`src/rtl/rwam_pkg.sv`:
```
// Shared types and constants of the ring window address mapper.
// No dependencies; imported by rwam_core and ring_window_address_mapper.
package rwam_pkg;

   localparam int MAX_WINDOWS = 16;
   localparam int QW = $clog2(MAX_WINDOWS);
   localparam int CW = QW + 1;

   // op codes
   localparam logic OP_MAP   = 1'b0;
   localparam logic OP_UNMAP = 1'b1;

   // status codes
   localparam logic [2:0] STATUS_OK       = 3'd0;
   localparam logic [2:0] STATUS_MAPPED   = 3'd1;
   localparam logic [2:0] STATUS_FULL     = 3'd2;
   localparam logic [2:0] STATUS_NOTHING  = 3'd3;
   localparam logic [2:0] STATUS_OUTSIDE  = 3'd4;
   localparam logic [2:0] STATUS_OVERFLOW = 3'd5;

   // IOMMU commands
   localparam logic [1:0] CMD_NONE  = 2'd0;
   localparam logic [1:0] CMD_MAP   = 2'd1;
   localparam logic [1:0] CMD_UNMAP = 2'd2;

   // register indexes
   localparam logic [1:0] REG_VA_BASE      = 2'd0;
   localparam logic [1:0] REG_WINDOW_COUNT = 2'd1;
   localparam logic [1:0] REG_WINDOW_SIZE  = 2'd2;
   localparam logic [1:0] REG_SLOT_SIZE    = 2'd3;

   typedef struct packed {
      logic        op;
      logic [39:0] phys_addr;
      logic [39:0] virt_addr;
   } req_type;

   typedef struct packed {
      logic [2:0]  status;
      logic [39:0] addr;
      logic [1:0]  iommu_cmd;
      logic [39:0] iommu_va;
      logic [39:0] iommu_pa;
   } rsp_type;

   typedef struct packed {
      logic [39:0] va_base;
      logic [4:0]  window_count;
      logic [31:0] window_size;
      logic [15:0] slot_size;
   } cfg_type;

   // one pending window as held in the FIFO memory
   typedef struct packed {
      logic [39:0] vbase;
      logic [39:0] pbase;
      logic [15:0] refs;
   } entry_type;

   typedef struct packed {
      logic        valid;
      logic [39:0] vbase;
      logic [39:0] pbase;
      logic [15:0] refs;
   } win_type;

endpackage

```
`src/rtl/rwam_ram.sv`:
```
// Generic simple dual-port RAM, one write and one registered read port.
// No dependencies.
module rwam_ram #(
   parameter int WIDTH = 96,
   parameter int DEPTH = 16
) (
   input  logic                     clock,
   input  logic                     we,
   input  logic [$clog2(DEPTH)-1:0] waddr,
   input  logic [WIDTH-1:0]         wdata,
   input  logic                     re,
   input  logic [$clog2(DEPTH)-1:0] raddr,
   output logic [WIDTH-1:0]         rdata
);

   logic [WIDTH-1:0] mem [DEPTH];
   logic [WIDTH-1:0] rdata_ff;

   always_ff @(posedge clock) begin
      if (we) begin
         mem[waddr] <= wdata;
      end
      if (re) begin
         rdata_ff <= mem[raddr];
      end
   end

   assign rdata = rdata_ff;

endmodule

```
`src/rtl/rwam_core.sv`:
```
// Request sequencer: open and drain windows, FIFO pointers, result register.
// Depends on rwam_pkg and rwam_ram (pending window FIFO store).
module rwam_core (
   input  logic              clock,
   input  logic              reset,
   input  rwam_pkg::cfg_type cfg,
   input  logic              req_valid,
   output logic              req_ready,
   input  rwam_pkg::req_type req_data,
   output logic              rsp_valid,
   input  logic              rsp_ready,
   output rwam_pkg::rsp_type rsp_data
);
   import rwam_pkg::*;

   localparam logic [2:0] S_IDLE = 3'd0;
   localparam logic [2:0] S_CALC = 3'd1;
   localparam logic [2:0] S_EXEC = 3'd2;
   localparam logic [2:0] S_POP2 = 3'd3;
   localparam logic [2:0] S_OUT  = 3'd4;

   logic [2:0]  state_ff, state_in;
   win_type     open_ff, open_in;
   win_type     drain_ff, drain_in;
   logic [QW-1:0] head_ff, head_in, tail_ff, tail_in;
   logic [CW-1:0] count_ff, count_in;
   req_type     req_ff, req_in;
   logic [36:0] prod_ws_ff, prod_ws_in;
   logic [31:0] prod_slot_ff, prod_slot_in;
   rsp_type     res_ff, res_in;
   rsp_type     out_ff, out_in;
   logic        out_valid_ff, out_valid_in;

   logic        ram_we, ram_re;
   entry_type   ram_wdata, ram_rdata;

   logic        whole;
   logic [39:0] ws40, slot40, next_vb, phys, slot_addr;
   logic [40:0] next_sum, va_end, drain_hi;
   logic [15:0] refs_dec;
   logic        outside;

   rwam_ram #(
      .WIDTH ($bits(entry_type)),
      .DEPTH (MAX_WINDOWS)
   ) u_fifo_ram (
      .clock (clock),
      .we    (ram_we),
      .waddr (tail_ff),
      .wdata (ram_wdata),
      .re    (ram_re),
      .raddr (head_ff),
      .rdata (ram_rdata)
   );

   function automatic logic [QW-1:0] ptr_inc(input logic [QW-1:0] p);
      ptr_inc = (p == QW'(MAX_WINDOWS - 1)) ? '0 : p + QW'(1);
   endfunction

   assign req_ready = (state_ff == S_IDLE);
   assign rsp_valid = out_valid_ff;
   assign rsp_data  = out_ff;

   assign whole    = (cfg.window_count == 5'd1);
   assign ws40     = {8'd0, cfg.window_size};
   assign slot40   = {24'd0, cfg.slot_size};
   assign next_sum = {1'b0, open_ff.vbase} + {9'd0, cfg.window_size};
   assign va_end   = {1'b0, cfg.va_base} + {4'd0, prod_ws_ff};
   assign next_vb  = (next_sum >= va_end) ? cfg.va_base : next_sum[39:0];
   assign drain_hi = {1'b0, drain_ff.vbase} + {9'd0, cfg.window_size};
   assign outside  = (req_ff.virt_addr < drain_ff.vbase) ||
                     ({1'b0, req_ff.virt_addr} > drain_hi);
   assign phys     = drain_ff.pbase + (req_ff.virt_addr - drain_ff.vbase);
   assign refs_dec = drain_ff.refs - 16'd1;
   assign slot_addr = open_ff.vbase + ws40 - {8'd0, prod_slot_ff};

   always_comb begin
      state_in     = state_ff;
      open_in      = open_ff;
      drain_in     = drain_ff;
      head_in      = head_ff;
      tail_in      = tail_ff;
      count_in     = count_ff;
      req_in       = req_ff;
      prod_ws_in   = prod_ws_ff;
      prod_slot_in = prod_slot_ff;
      res_in       = res_ff;
      out_in       = out_ff;
      out_valid_in = out_valid_ff;
      ram_we       = 1'b0;
      ram_re       = 1'b0;
      ram_wdata    = {open_ff.vbase, open_ff.pbase, open_ff.refs};

      if (rsp_ready) begin
         out_valid_in = 1'b0;
      end

      case (state_ff)
         S_IDLE: begin
            if (req_valid) begin
               req_in   = req_data;
               ram_re   = 1'b1;        // prefetch FIFO head
               state_in = S_CALC;
            end
         end
         S_CALC: begin
            prod_ws_in   = {32'd0, cfg.window_count} * {5'd0, cfg.window_size};
            prod_slot_in = {16'd0, open_ff.refs + 16'd1} * {16'd0, cfg.slot_size};
            state_in     = S_EXEC;
            if (!whole && req_ff.op == OP_UNMAP && !drain_ff.valid) begin
               if (count_ff != '0) begin
                  drain_in = {1'b1, ram_rdata.vbase, ram_rdata.pbase, ram_rdata.refs};
                  head_in  = ptr_inc(head_ff);
                  count_in = count_ff - CW'(1);
               end else begin
                  res_in   = '{status: STATUS_NOTHING, iommu_cmd: CMD_NONE, default: '0};
                  state_in = S_OUT;
               end
            end
         end
         S_EXEC: begin
            state_in = S_OUT;
            res_in   = '{status: STATUS_OK, iommu_cmd: CMD_NONE, default: '0};
            if (whole) begin
               if (req_ff.op == OP_MAP) begin
                  if (drain_ff.valid) begin
                     res_in.status = STATUS_MAPPED;
                  end else begin
                     drain_in = {1'b1, cfg.va_base, req_ff.phys_addr, 16'd1};
                     res_in   = '{status: STATUS_OK, addr: cfg.va_base,
                                  iommu_cmd: CMD_MAP, iommu_va: cfg.va_base,
                                  iommu_pa: req_ff.phys_addr};
                  end
               end else begin
                  if (!drain_ff.valid) begin
                     res_in.status = STATUS_NOTHING;
                  end else begin
                     drain_in.valid = 1'b0;
                     res_in = '{status: STATUS_OK, addr: cfg.va_base,
                                iommu_cmd: CMD_UNMAP, iommu_va: cfg.va_base,
                                iommu_pa: '0};
                  end
               end
            end else if (req_ff.op == OP_MAP) begin
               if (!open_ff.valid) begin
                  open_in = {1'b1, cfg.va_base, req_ff.phys_addr, 16'd1};
                  res_in  = '{status: STATUS_OK, addr: cfg.va_base + ws40 - slot40,
                              iommu_cmd: CMD_MAP, iommu_va: cfg.va_base,
                              iommu_pa: req_ff.phys_addr};
               end else if (open_ff.pbase != req_ff.phys_addr) begin
                  if (count_ff == CW'(MAX_WINDOWS)) begin
                     res_in.status = STATUS_FULL;
                  end else begin
                     // retire open window into FIFO, open the next in the ring
                     ram_we   = 1'b1;
                     tail_in  = ptr_inc(tail_ff);
                     count_in = count_ff + CW'(1);
                     open_in  = {1'b1, next_vb, req_ff.phys_addr, 16'd1};
                     res_in   = '{status: STATUS_OK, addr: next_vb + ws40 - slot40,
                                  iommu_cmd: CMD_MAP, iommu_va: next_vb,
                                  iommu_pa: req_ff.phys_addr};
                  end
               end else begin
                  if (open_ff.refs == 16'hFFFF) begin
                     res_in.status = STATUS_OVERFLOW;
                  end else begin
                     open_in.refs = open_ff.refs + 16'd1;
                     res_in.addr  = slot_addr;
                  end
               end
            end else begin
               // drain window is valid here: CALC filled it or answered already
               if (outside) begin
                  res_in.status = STATUS_OUTSIDE;
               end else if (refs_dec == 16'd0) begin
                  res_in = '{status: STATUS_OK, addr: phys, iommu_cmd: CMD_UNMAP,
                             iommu_va: drain_ff.vbase, iommu_pa: '0};
                  if (count_ff != '0) begin
                     ram_re   = 1'b1;
                     state_in = S_POP2;
                  end else if (open_ff.valid) begin
                     drain_in      = open_ff;
                     open_in.valid = 1'b0;
                  end else begin
                     drain_in.valid = 1'b0;
                  end
               end else begin
                  drain_in.refs = refs_dec;
                  res_in.addr   = phys;
               end
            end
         end
         S_POP2: begin
            drain_in = {1'b1, ram_rdata.vbase, ram_rdata.pbase, ram_rdata.refs};
            head_in  = ptr_inc(head_ff);
            count_in = count_ff - CW'(1);
            state_in = S_OUT;
         end
         S_OUT: begin
            if (!out_valid_ff || rsp_ready) begin
               out_in       = res_ff;
               out_valid_in = 1'b1;
               state_in     = S_IDLE;
            end
         end
         default: begin
            state_in = S_IDLE;
         end
      endcase
   end

   always_ff @(posedge clock) begin
      if (reset) begin
         state_ff     <= S_IDLE;
         open_ff      <= '0;
         drain_ff     <= '0;
         head_ff      <= '0;
         tail_ff      <= '0;
         count_ff     <= '0;
         out_valid_ff <= 1'b0;
      end else begin
         state_ff     <= state_in;
         open_ff      <= open_in;
         drain_ff     <= drain_in;
         head_ff      <= head_in;
         tail_ff      <= tail_in;
         count_ff     <= count_in;
         out_valid_ff <= out_valid_in;
      end
   end

   always_ff @(posedge clock) begin
      req_ff       <= req_in;
      prod_ws_ff   <= prod_ws_in;
      prod_slot_ff <= prod_slot_in;
      res_ff       <= res_in;
      out_ff       <= out_in;
   end

endmodule

```
`src/rtl/ring_window_address_mapper.sv`:
```
// Ring window address mapper top level: register block and sequencer.
// Depends on rwam_pkg and rwam_core.
//
//  channel   direction  handshake                 payload
//  req_      in         req_valid / req_ready     req_data  (rwam_pkg::req_type)
//  rsp_      out        rsp_valid / rsp_ready     rsp_data  (rwam_pkg::rsp_type)
//  APB       in/out     psel, penable, pwrite     paddr, pwdata, prdata (64 bit)
//
// One request in flight. Map goes through accept, products, update and result.
// Unmap takes the same steps, skips the update when the ring holds nothing
// to release, and adds a FIFO pop before the result when another window waits
// in the FIFO behind the released one, since the FIFO memory read is registered.
// A finished response waits in its own register, so the next request is
// taken while rsp_ready is low; only its result stalls until taken.
// Synchronous active-high reset empties the ring and restores registers.
// Registers at paddr 0x00 va_base, 0x08 window_count, 0x10 window_size,
// 0x18 slot_size; the user writes them only while the block is idle, unenforced.
module ring_window_address_mapper (
   input  logic              clock,
   input  logic              reset,
   input  logic              req_valid,
   output logic              req_ready,
   input  rwam_pkg::req_type req_data,
   output logic              rsp_valid,
   input  logic              rsp_ready,
   output rwam_pkg::rsp_type rsp_data,
   input  logic              psel,
   input  logic              penable,
   input  logic              pwrite,
   input  logic [4:0]        paddr,
   input  logic [63:0]       pwdata,
   output logic [63:0]       prdata,
   output logic              pready
);
   import rwam_pkg::*;

   logic [39:0] va_base_ff;
   logic [4:0]  window_count_ff;
   logic [31:0] window_size_ff;
   logic [15:0] slot_size_ff;
   logic        csr_write;
   logic [1:0]  csr_index;
   cfg_type     cfg;

   assign pready    = 1'b1;
   assign csr_write = psel && penable && pwrite;
   assign csr_index = paddr[4:3];

   always_ff @(posedge clock) begin
      if (reset) begin
         va_base_ff      <= '0;
         window_count_ff <= 5'd1;
         window_size_ff  <= 32'd65536;
         slot_size_ff    <= 16'd2048;
      end else if (csr_write) begin
         case (csr_index)
            REG_VA_BASE:      va_base_ff      <= pwdata[39:0];
            REG_WINDOW_COUNT: window_count_ff <= pwdata[4:0];
            REG_WINDOW_SIZE:  window_size_ff  <= pwdata[31:0];
            REG_SLOT_SIZE:    slot_size_ff    <= pwdata[15:0];
            default: begin
            end
         endcase
      end
   end

   always_comb begin
      case (csr_index)
         REG_VA_BASE:      prdata = {24'd0, va_base_ff};
         REG_WINDOW_COUNT: prdata = {59'd0, window_count_ff};
         REG_WINDOW_SIZE:  prdata = {32'd0, window_size_ff};
         REG_SLOT_SIZE:    prdata = {48'd0, slot_size_ff};
         default:          prdata = '0;
      endcase
   end

   assign cfg = '{va_base: va_base_ff, window_count: window_count_ff,
                  window_size: window_size_ff, slot_size: slot_size_ff};

   // sequencer owns open/drain windows, the pending FIFO and the response
   rwam_core u_core (
      .clock     (clock),
      .reset     (reset),
      .cfg       (cfg),
      .req_valid (req_valid),
      .req_ready (req_ready),
      .req_data  (req_data),
      .rsp_valid (rsp_valid),
      .rsp_ready (rsp_ready),
      .rsp_data  (rsp_data)
   );

endmodule

```
`config.mk`:
```
export PLATFORM = sky130hd
export DESIGN_NAME = ring_window_address_mapper
export DESIGN_NICKNAME = d
export VERILOG_FILES = /design/src/rtl/rwam_pkg.sv /design/src/rtl/rwam_ram.sv /design/src/rtl/rwam_core.sv /design/src/rtl/ring_window_address_mapper.sv
export SDC_FILE = /design/constraint.sdc
export NUM_CORES = 2
export LEC_CHECK = 0
export BUFFER_PORTS_ARGS = -buffer_cell sky130_fd_sc_hd__buf_2
export CORE_MARGIN = 3
export CORE_UTILIZATION = 35
export DETAILED_ROUTE_END_ITERATION = 7
export GPL_TIMING_DRIVEN = 1
export SETUP_SLACK_MARGIN = 0.3
export SLEW_MARGIN = 5
export SYNTH_ARGS = -nofsm -noshare
export SYNTH_HDL_FRONTEND = slang
export SYNTH_SLANG_ARGS = --single-unit
```
`constraint.sdc`:
```
create_clock -name clock -period 27.1 [get_ports clock]
set_input_delay 1.355 -clock clock [delete_from_list [all_inputs] [get_ports clock]]
set_output_delay 1.355 -clock clock [all_outputs]
set_load 0.1 [all_outputs]
```
* Yosys cells after proc, flatten, opt, wreduce, memory -nomap -nowiden
Memory sizes are Yosys's and may differ from the RTL's. A register that Yosys moved wholly into a read port is not among the register bits. Index checks and enable logic that the tools add are counted.
Cells by class: add/sub/neg operators 17, mux-type cells 86, eq/ne operators 39, multipliers 2, magnitude comparators 3, reduce and logical (&&, ||, !) cells 33, bitwise logic cells 3
Operator list (count):
- 125-bit 2-to-1 mux | 6
- 97-bit 2-to-1 mux | 7
- 122-bit 2-to-1 mux | 4
- 96-bit 2-to-1 mux | 4
- 97-bit case mux with 3 select lines | 1
- 64-bit case mux with 4 select lines | 1
- 125-bit case mux with 2 select lines | 1
- 82-bit 2-to-1 mux | 2
- 81-bit 2-to-1 mux | 2
- 40-bit by 32-bit adder with 40-bit output | 3
- 40-bit by 32-bit adder with 41-bit output | 2
- 40-bit 2-to-1 mux | 2
- 40-bit by 16-bit subtractor with 40-bit output | 2
- 16-bit 2-to-1 mux | 3
- 43-bit 2-to-1 mux | 1
- 40-bit by 37-bit adder with 41-bit output | 1
- 41-bit >= comparator | 1
- 40-bit by 41-bit greater-than comparator with 1-bit output | 1
- 40-bit adder | 1
- 40-bit < comparator | 1
- 40-bit != test | 1
- 40-bit by 32-bit subtractor with 40-bit output | 1
- 40-bit subtractor | 1
- 5-bit by 32-bit multiplier with 37-bit output | 1
- 49 further kinds | 133
Storage, ports and cells: output and inout port bits 192, memory bits (writable) 1536, memories kept 1, logic and storage cells 216, register bits 704
Memory list:
- u_core.u_fifo_ram.mem | depth 16, bits a word 96, read ports 1, clocked after Yosys merged registers in 1, wr ports 1, line rwam_ram.sv:16 | logic [WIDTH-1:0] mem [DEPTH];

* Depth between registers and ports, before layout
depth in word-level cells 11, gate-level depth with buffers 41, gate-level depth less buffers 40

* Modules after synthesis
A second synthesis with hierarchy kept.
Unflattened totals: cell total of the unflattened synthesis 9527, area total of the unflattened synthesis 123270.7 um^2
By module, submodules not included:
- rwam_ram | cells each 2460, instances 1, area each 60316.6 um^2
- rwam_core | cells each 6605, instances 1, area each 58227.1 um^2
- ring_window_address_mapper | cells each 462, instances 1, area each 4727.0 um^2

* Worst setup path before layout
No wires, ideal clock.
path kind register to register, from register window_count_ff[2], to register u_core.res_ff[0] (netlist bit) (enable), path slack 15.659 ns, stages on the path, launching flop included 8, required time 26.307 ns, arrival 10.648 ns, cells stage by stage dfxtp_1 -> clkbuf_1 -> or4_1 -> clkbuf_1 -> clkbuf_1 -> clkbuf_1 -> nand3_1 -> o31ai_1
Between the ends: longest elaborated chain between the ends 6
Ends and longest elaborated chain:
- start, declared | line ring_window_address_mapper.sv:38 | logic [4:0] window_count_ff;
- start signal, assigned | line ring_window_address_mapper.sv:58 | REG_WINDOW_COUNT: window_count_ff <= pwdata[4:0];
- 5-bit by 1-bit equality test with 1-bit output | line rwam_core.sv:64 | assign whole = (cfg.window_count == 5'd1);
- 1-bit zero test | line rwam_core.sv:110 | if (!whole && req_ff.op == OP_UNMAP && !drain_ff.valid) begin
- 1-bit logical AND (2 in a row) | line rwam_core.sv:110
- 2-bit by 1-bit != test with 1-bit output (no line)
- 3-bit AND reduction (no line)
- end signal, assigned | line rwam_core.sv:236 | res_ff <= res_in;
- end, declared | line rwam_core.sv:30 | rsp_type res_ff, res_in;
No other way between the ends. A chain may end at the register's enable or synchronous reset.

* Worst setup path in the final report
from register va_base_ff[0], to register u_core.res_ff[120] (netlist bit) (data pin)
Between the ends: longest elaborated chain between the ends 11
Ends and longest elaborated chain:
- start, declared | line ring_window_address_mapper.sv:37 | logic [39:0] va_base_ff;
- start signal, assigned | line ring_window_address_mapper.sv:57 | REG_VA_BASE: va_base_ff <= pwdata[39:0];
- 40-bit by 37-bit adder with 41-bit output | line rwam_core.sv:68 | assign va_end = {1'b0, cfg.va_base} + {4'd0, prod_ws_ff};
- 41-bit >= comparator | line rwam_core.sv:69 | assign next_vb = (next_sum >= va_end) ? cfg.va_base : next_sum[39:0];
- 40-bit 2-to-1 mux | line rwam_core.sv:69
- 40-bit by 32-bit adder with 40-bit output | line rwam_core.sv:159 | res_in = '{status: STATUS_OK, addr: next_vb + ws40 - slot40,
- 40-bit by 16-bit subtractor with 40-bit output | line rwam_core.sv:159
- 122-bit 2-to-1 mux | line rwam_core.sv:151 | if (count_ff == CW'(MAX_WINDOWS)) begin
- 43-bit 2-to-1 mux | line rwam_core.sv:150 | end else if (open_ff.pbase != req_ff.phys_addr) begin
- 125-bit 2-to-1 mux * | line rwam_core.sv:145 | if (!open_ff.valid) begin
- 125-bit 2-to-1 mux * | line rwam_core.sv:144 | end else if (req_ff.op == OP_MAP) begin
- 125-bit 2-to-1 mux * | line rwam_core.sv:124 | if (whole) begin
- 125-bit case mux with 2 select lines * | line rwam_core.sv:98 | case (state_ff)
Mark *: on every way between the ends. The rest lies on a longest branch, timed or not.

==> reports/summary.txt <==
Layout Cells excl Fill = 14500
PwrDens = 60.8 mW/mm^2
Max VDD drop = 0.0595 mV
# Post-CTS Setup Buffers = 0
Design Power = 8.41 mW
Critical path class = reg2reg
Layout cells sized above 1 = 14.9%
Cell at the slowest stage of the critical path = nor4_1
Netlist Area Pre-Place = 0.122 mm^2
Fill count = 32100
Initial Utilization = 35.2%
Critical path data required time = 27.70 ns
Clock Latency Late Sink = 0.96 ns
Port Buffers = 296
WL per Instance = 27.3 um
Crit path max fanout = 37
Total number of vias = 80200
Final min period = 12.14 ns
Kind of start point of the critical path = flop
Die area = 0.357 mm^2
Setup TNS = 0 ns
Final core occ = 39.9%
Hold_buf cts = 0
Reg-to-reg setup timing slack = 14.96 ns
R2R cell count = 37
Crit. End Element = flop
FF+latch count, synth = 2336
Remaining DRCs = 0
DR pass1 iterations = 8
Clk_skew = 0.142 ns
Final GP Congestion = 0.967
Final hold vios = 0
First-pass GRT wire length = 567 mm
H-tree level count = 4
Number of buffers created by CTS = 243
Critical Path Sink = u_core.res_ff[120]
Crit path DAT = 12.74 ns
Slew Viols, Final = 0
Row count = 216
R2r endpoint = u_core.res_ff[120]
Placed inst area = 0.130 mm^2
Slowest stage delay, CP = 0.85 ns
Io pins = 349
Routed WL = 396 mm
Post-route ant nets = 0
Post-CTS Resized = 0
Hold WS = 0.414 ns
Nets = 10800
Yosys warning count = 0
DR iter-0 viols = 8343
Setup WS pre-CTS = 15.43 ns
Main flop type after synthesis = edfxtp_1
Max Clk Rate = 82.4 MHz
Syn Area/Cell = 13.1 um^2
Leading cell types in the layout, fill and taps excluded = edfxtp_1 (2032), nand2_1 (1087), inv_1 (885)
Root Buffer = clkbuf_16
R2R Path Start = va_base_ff[0]
Chip height = 597 um
Commonest non-fill, non-tap cell in the layout = edfxtp_1
Final Cell Area = 0.138 mm^2
Clock Sink Count = 2336
Worst-Margin Slew = 1.30 ns
CTS tree = done
Die Wd = 597 um
CP startpoint = va_base_ff[0]
Leakage = 50.9 nW
Worst Hold Class = reg2reg
RSZ-0062 raised after global routing = false
Number of global-route vias before repair = 79300
Core area = 0.347 mm^2
Max transition margin = 12.7%
Most used cell, CP = ha_1
Placed insts = 14000
Asr flop ratio synth = 0%
Period utilization = 44.8%
Register area share after synthesis = 54.8%
Reg clk slew, reported paths = 0.06 ns
Synthesized instance count = 9335
Clock buffer depth = 4
Drt via density = 5.53
Dpl hpwl = 272 mm
Total GRT Usage = 21.9%
Initial antenna violation count = 37
Total gr overflow = 0
MaxCap Viol Count = 0
Final setup viols = 0
Final setup margin = 14.96 ns
Post-synth EDFFs = 2032
Distinct cells, synth = 90
Status = finished, final reports clean
Area growth syn-to-layout = 13.1%
Largest net degree at the start of global routing = 158
[how the worst min path moves through the flow]
stage	from	endpoint	slack, ns	depth (start not counted)
final	u_core.res_ff[39]	u_core.rsp_data[39]	0.41	0
after CTS	u_core.res_ff[49]	u_core.rsp_data[49]	0.42	0
after global routing	u_core.res_ff[49]	u_core.rsp_data[49]	0.42	0
after floorplan	u_core.res_ff[0]	u_core.rsp_data[0]	0.40	0
after detailed placement	u_core.res_ff[114]	u_core.rsp_data[114]	0.40	0
after global placement	u_core.res_ff[37]	u_core.rsp_data[37]	0.40	0
[worst max-delay path, delay by kind of cell, from the launching register on]
family	cells	cell delay [ns]
flip-flops	1	0.80
XOR/XNOR	1	0.10
AO/OA/AOI/OAI	14	4.29
buffers and inverters	4	0.81
adder cells (fa/ha/maj)	6	2.06
multiplexers	1	0.52
AND/OR/NAND/NOR	11	3.24
[flip-flops by register name (all words and copies together) (netlist names)]
| name | count |
|---|---|
| u_core.state_ff | 3 |
| slot_size_ff | 16 |
| u_core.rsp_data | 125 |
| va_base_ff | 40 |
| u_core.u_fifo_ram.rdata | 96 |
| window_count_ff | 5 |
| u_core.rsp_valid | 1 |
| u_core.drain_ff | 97 |
| u_core.req_ff | 81 |
| u_core.u_fifo_ram.mem | 1536 |
| u_core.open_ff | 97 |
| u_core.res_ff | 125 |
| u_core.prod_ws_ff | 37 |
| window_size_ff | 32 |
| u_core.count_ff | 5 |
| u_core.tail_ff | 4 |
| u_core.head_ff | 4 |
| u_core.prod_slot_ff | 32 |
[cell type report]
| class | instances | area, um^2 | share of cell area [%] |
|---|---|---|---|
| multi-input cells | 5709 | 50600 | 36.6 |
| flip-flops and latches | 2336 | 67100 | 48.5 |
| diodes | 9 | 22.5 | 0.0163 |
| well taps | 4578 | 5730 | 4.14 |
| clock inverters | 176 | 2010 | 1.45 |
| inverters | 885 | 3320 | 2.40 |
| clock buffers | 284 | 6370 | 4.60 |
| repair buffers | 521 | 3240 | 2.34 |
[report_power, final]
group	switching (mW)	leakage, nW	internal, mW
clock	1.47	4.08	2.03
sequential	0.0710	21.2	3.96
combinational	0.598	25.7	0.293
total	2.14	50.9	6.28
[cell families (layout without fill, tap and decap cells)]
kind of cell | Yosys count | after routing | share of synthesized area, %
buf+inv | 1313 | 1866 | 4.12
flops | 2336 | 2336 | 54.8
compound gates | 1634 | 1634 | 8.62
xor+xnor | 372 | 372 | 2.67
other cells | 2 | 34 | 0.00613
mux | 558 | 558 | 9.52
fa+ha+maj | 976 | 976 | 12.4
simple gates | 2144 | 2144 | 7.87
[layer usage]
layer,vias up,track usage (%),share of wire (%)
li1,34800,-,-
met1,41200,29.1,41
met2,3452,35.1,46
met3,735,3.45,7.4
met4,10,10.1,5.5
met5,-,0,0.017
[synthesized netlist by cell type (58+ instances only)]
cell         n  area share (%)
buf_1       58            0.18
a21o_1     202             1.2
a311o_1     81            0.66
clkbuf_1   330             1.0
mux2i_1     71            0.58
fa_1       391             6.4
ha_1       585             6.0
xor2_1     154             1.1
o21ai_0    194            0.79
xnor2_1    217             1.6
nand2_1   1089             3.3
mux4_2     485             8.9
edfxtp_1  2032              50
dfxtp_1    304             5.0
nor2_1     395             1.2
and2_1     199             1.0
nor3_1      61            0.25
nand3_1     97            0.40
a21oi_1    625             2.6
inv_1      885             2.7
a211oi_1    64            0.39
Note: power is estimated with default switching activity, not from simulation.
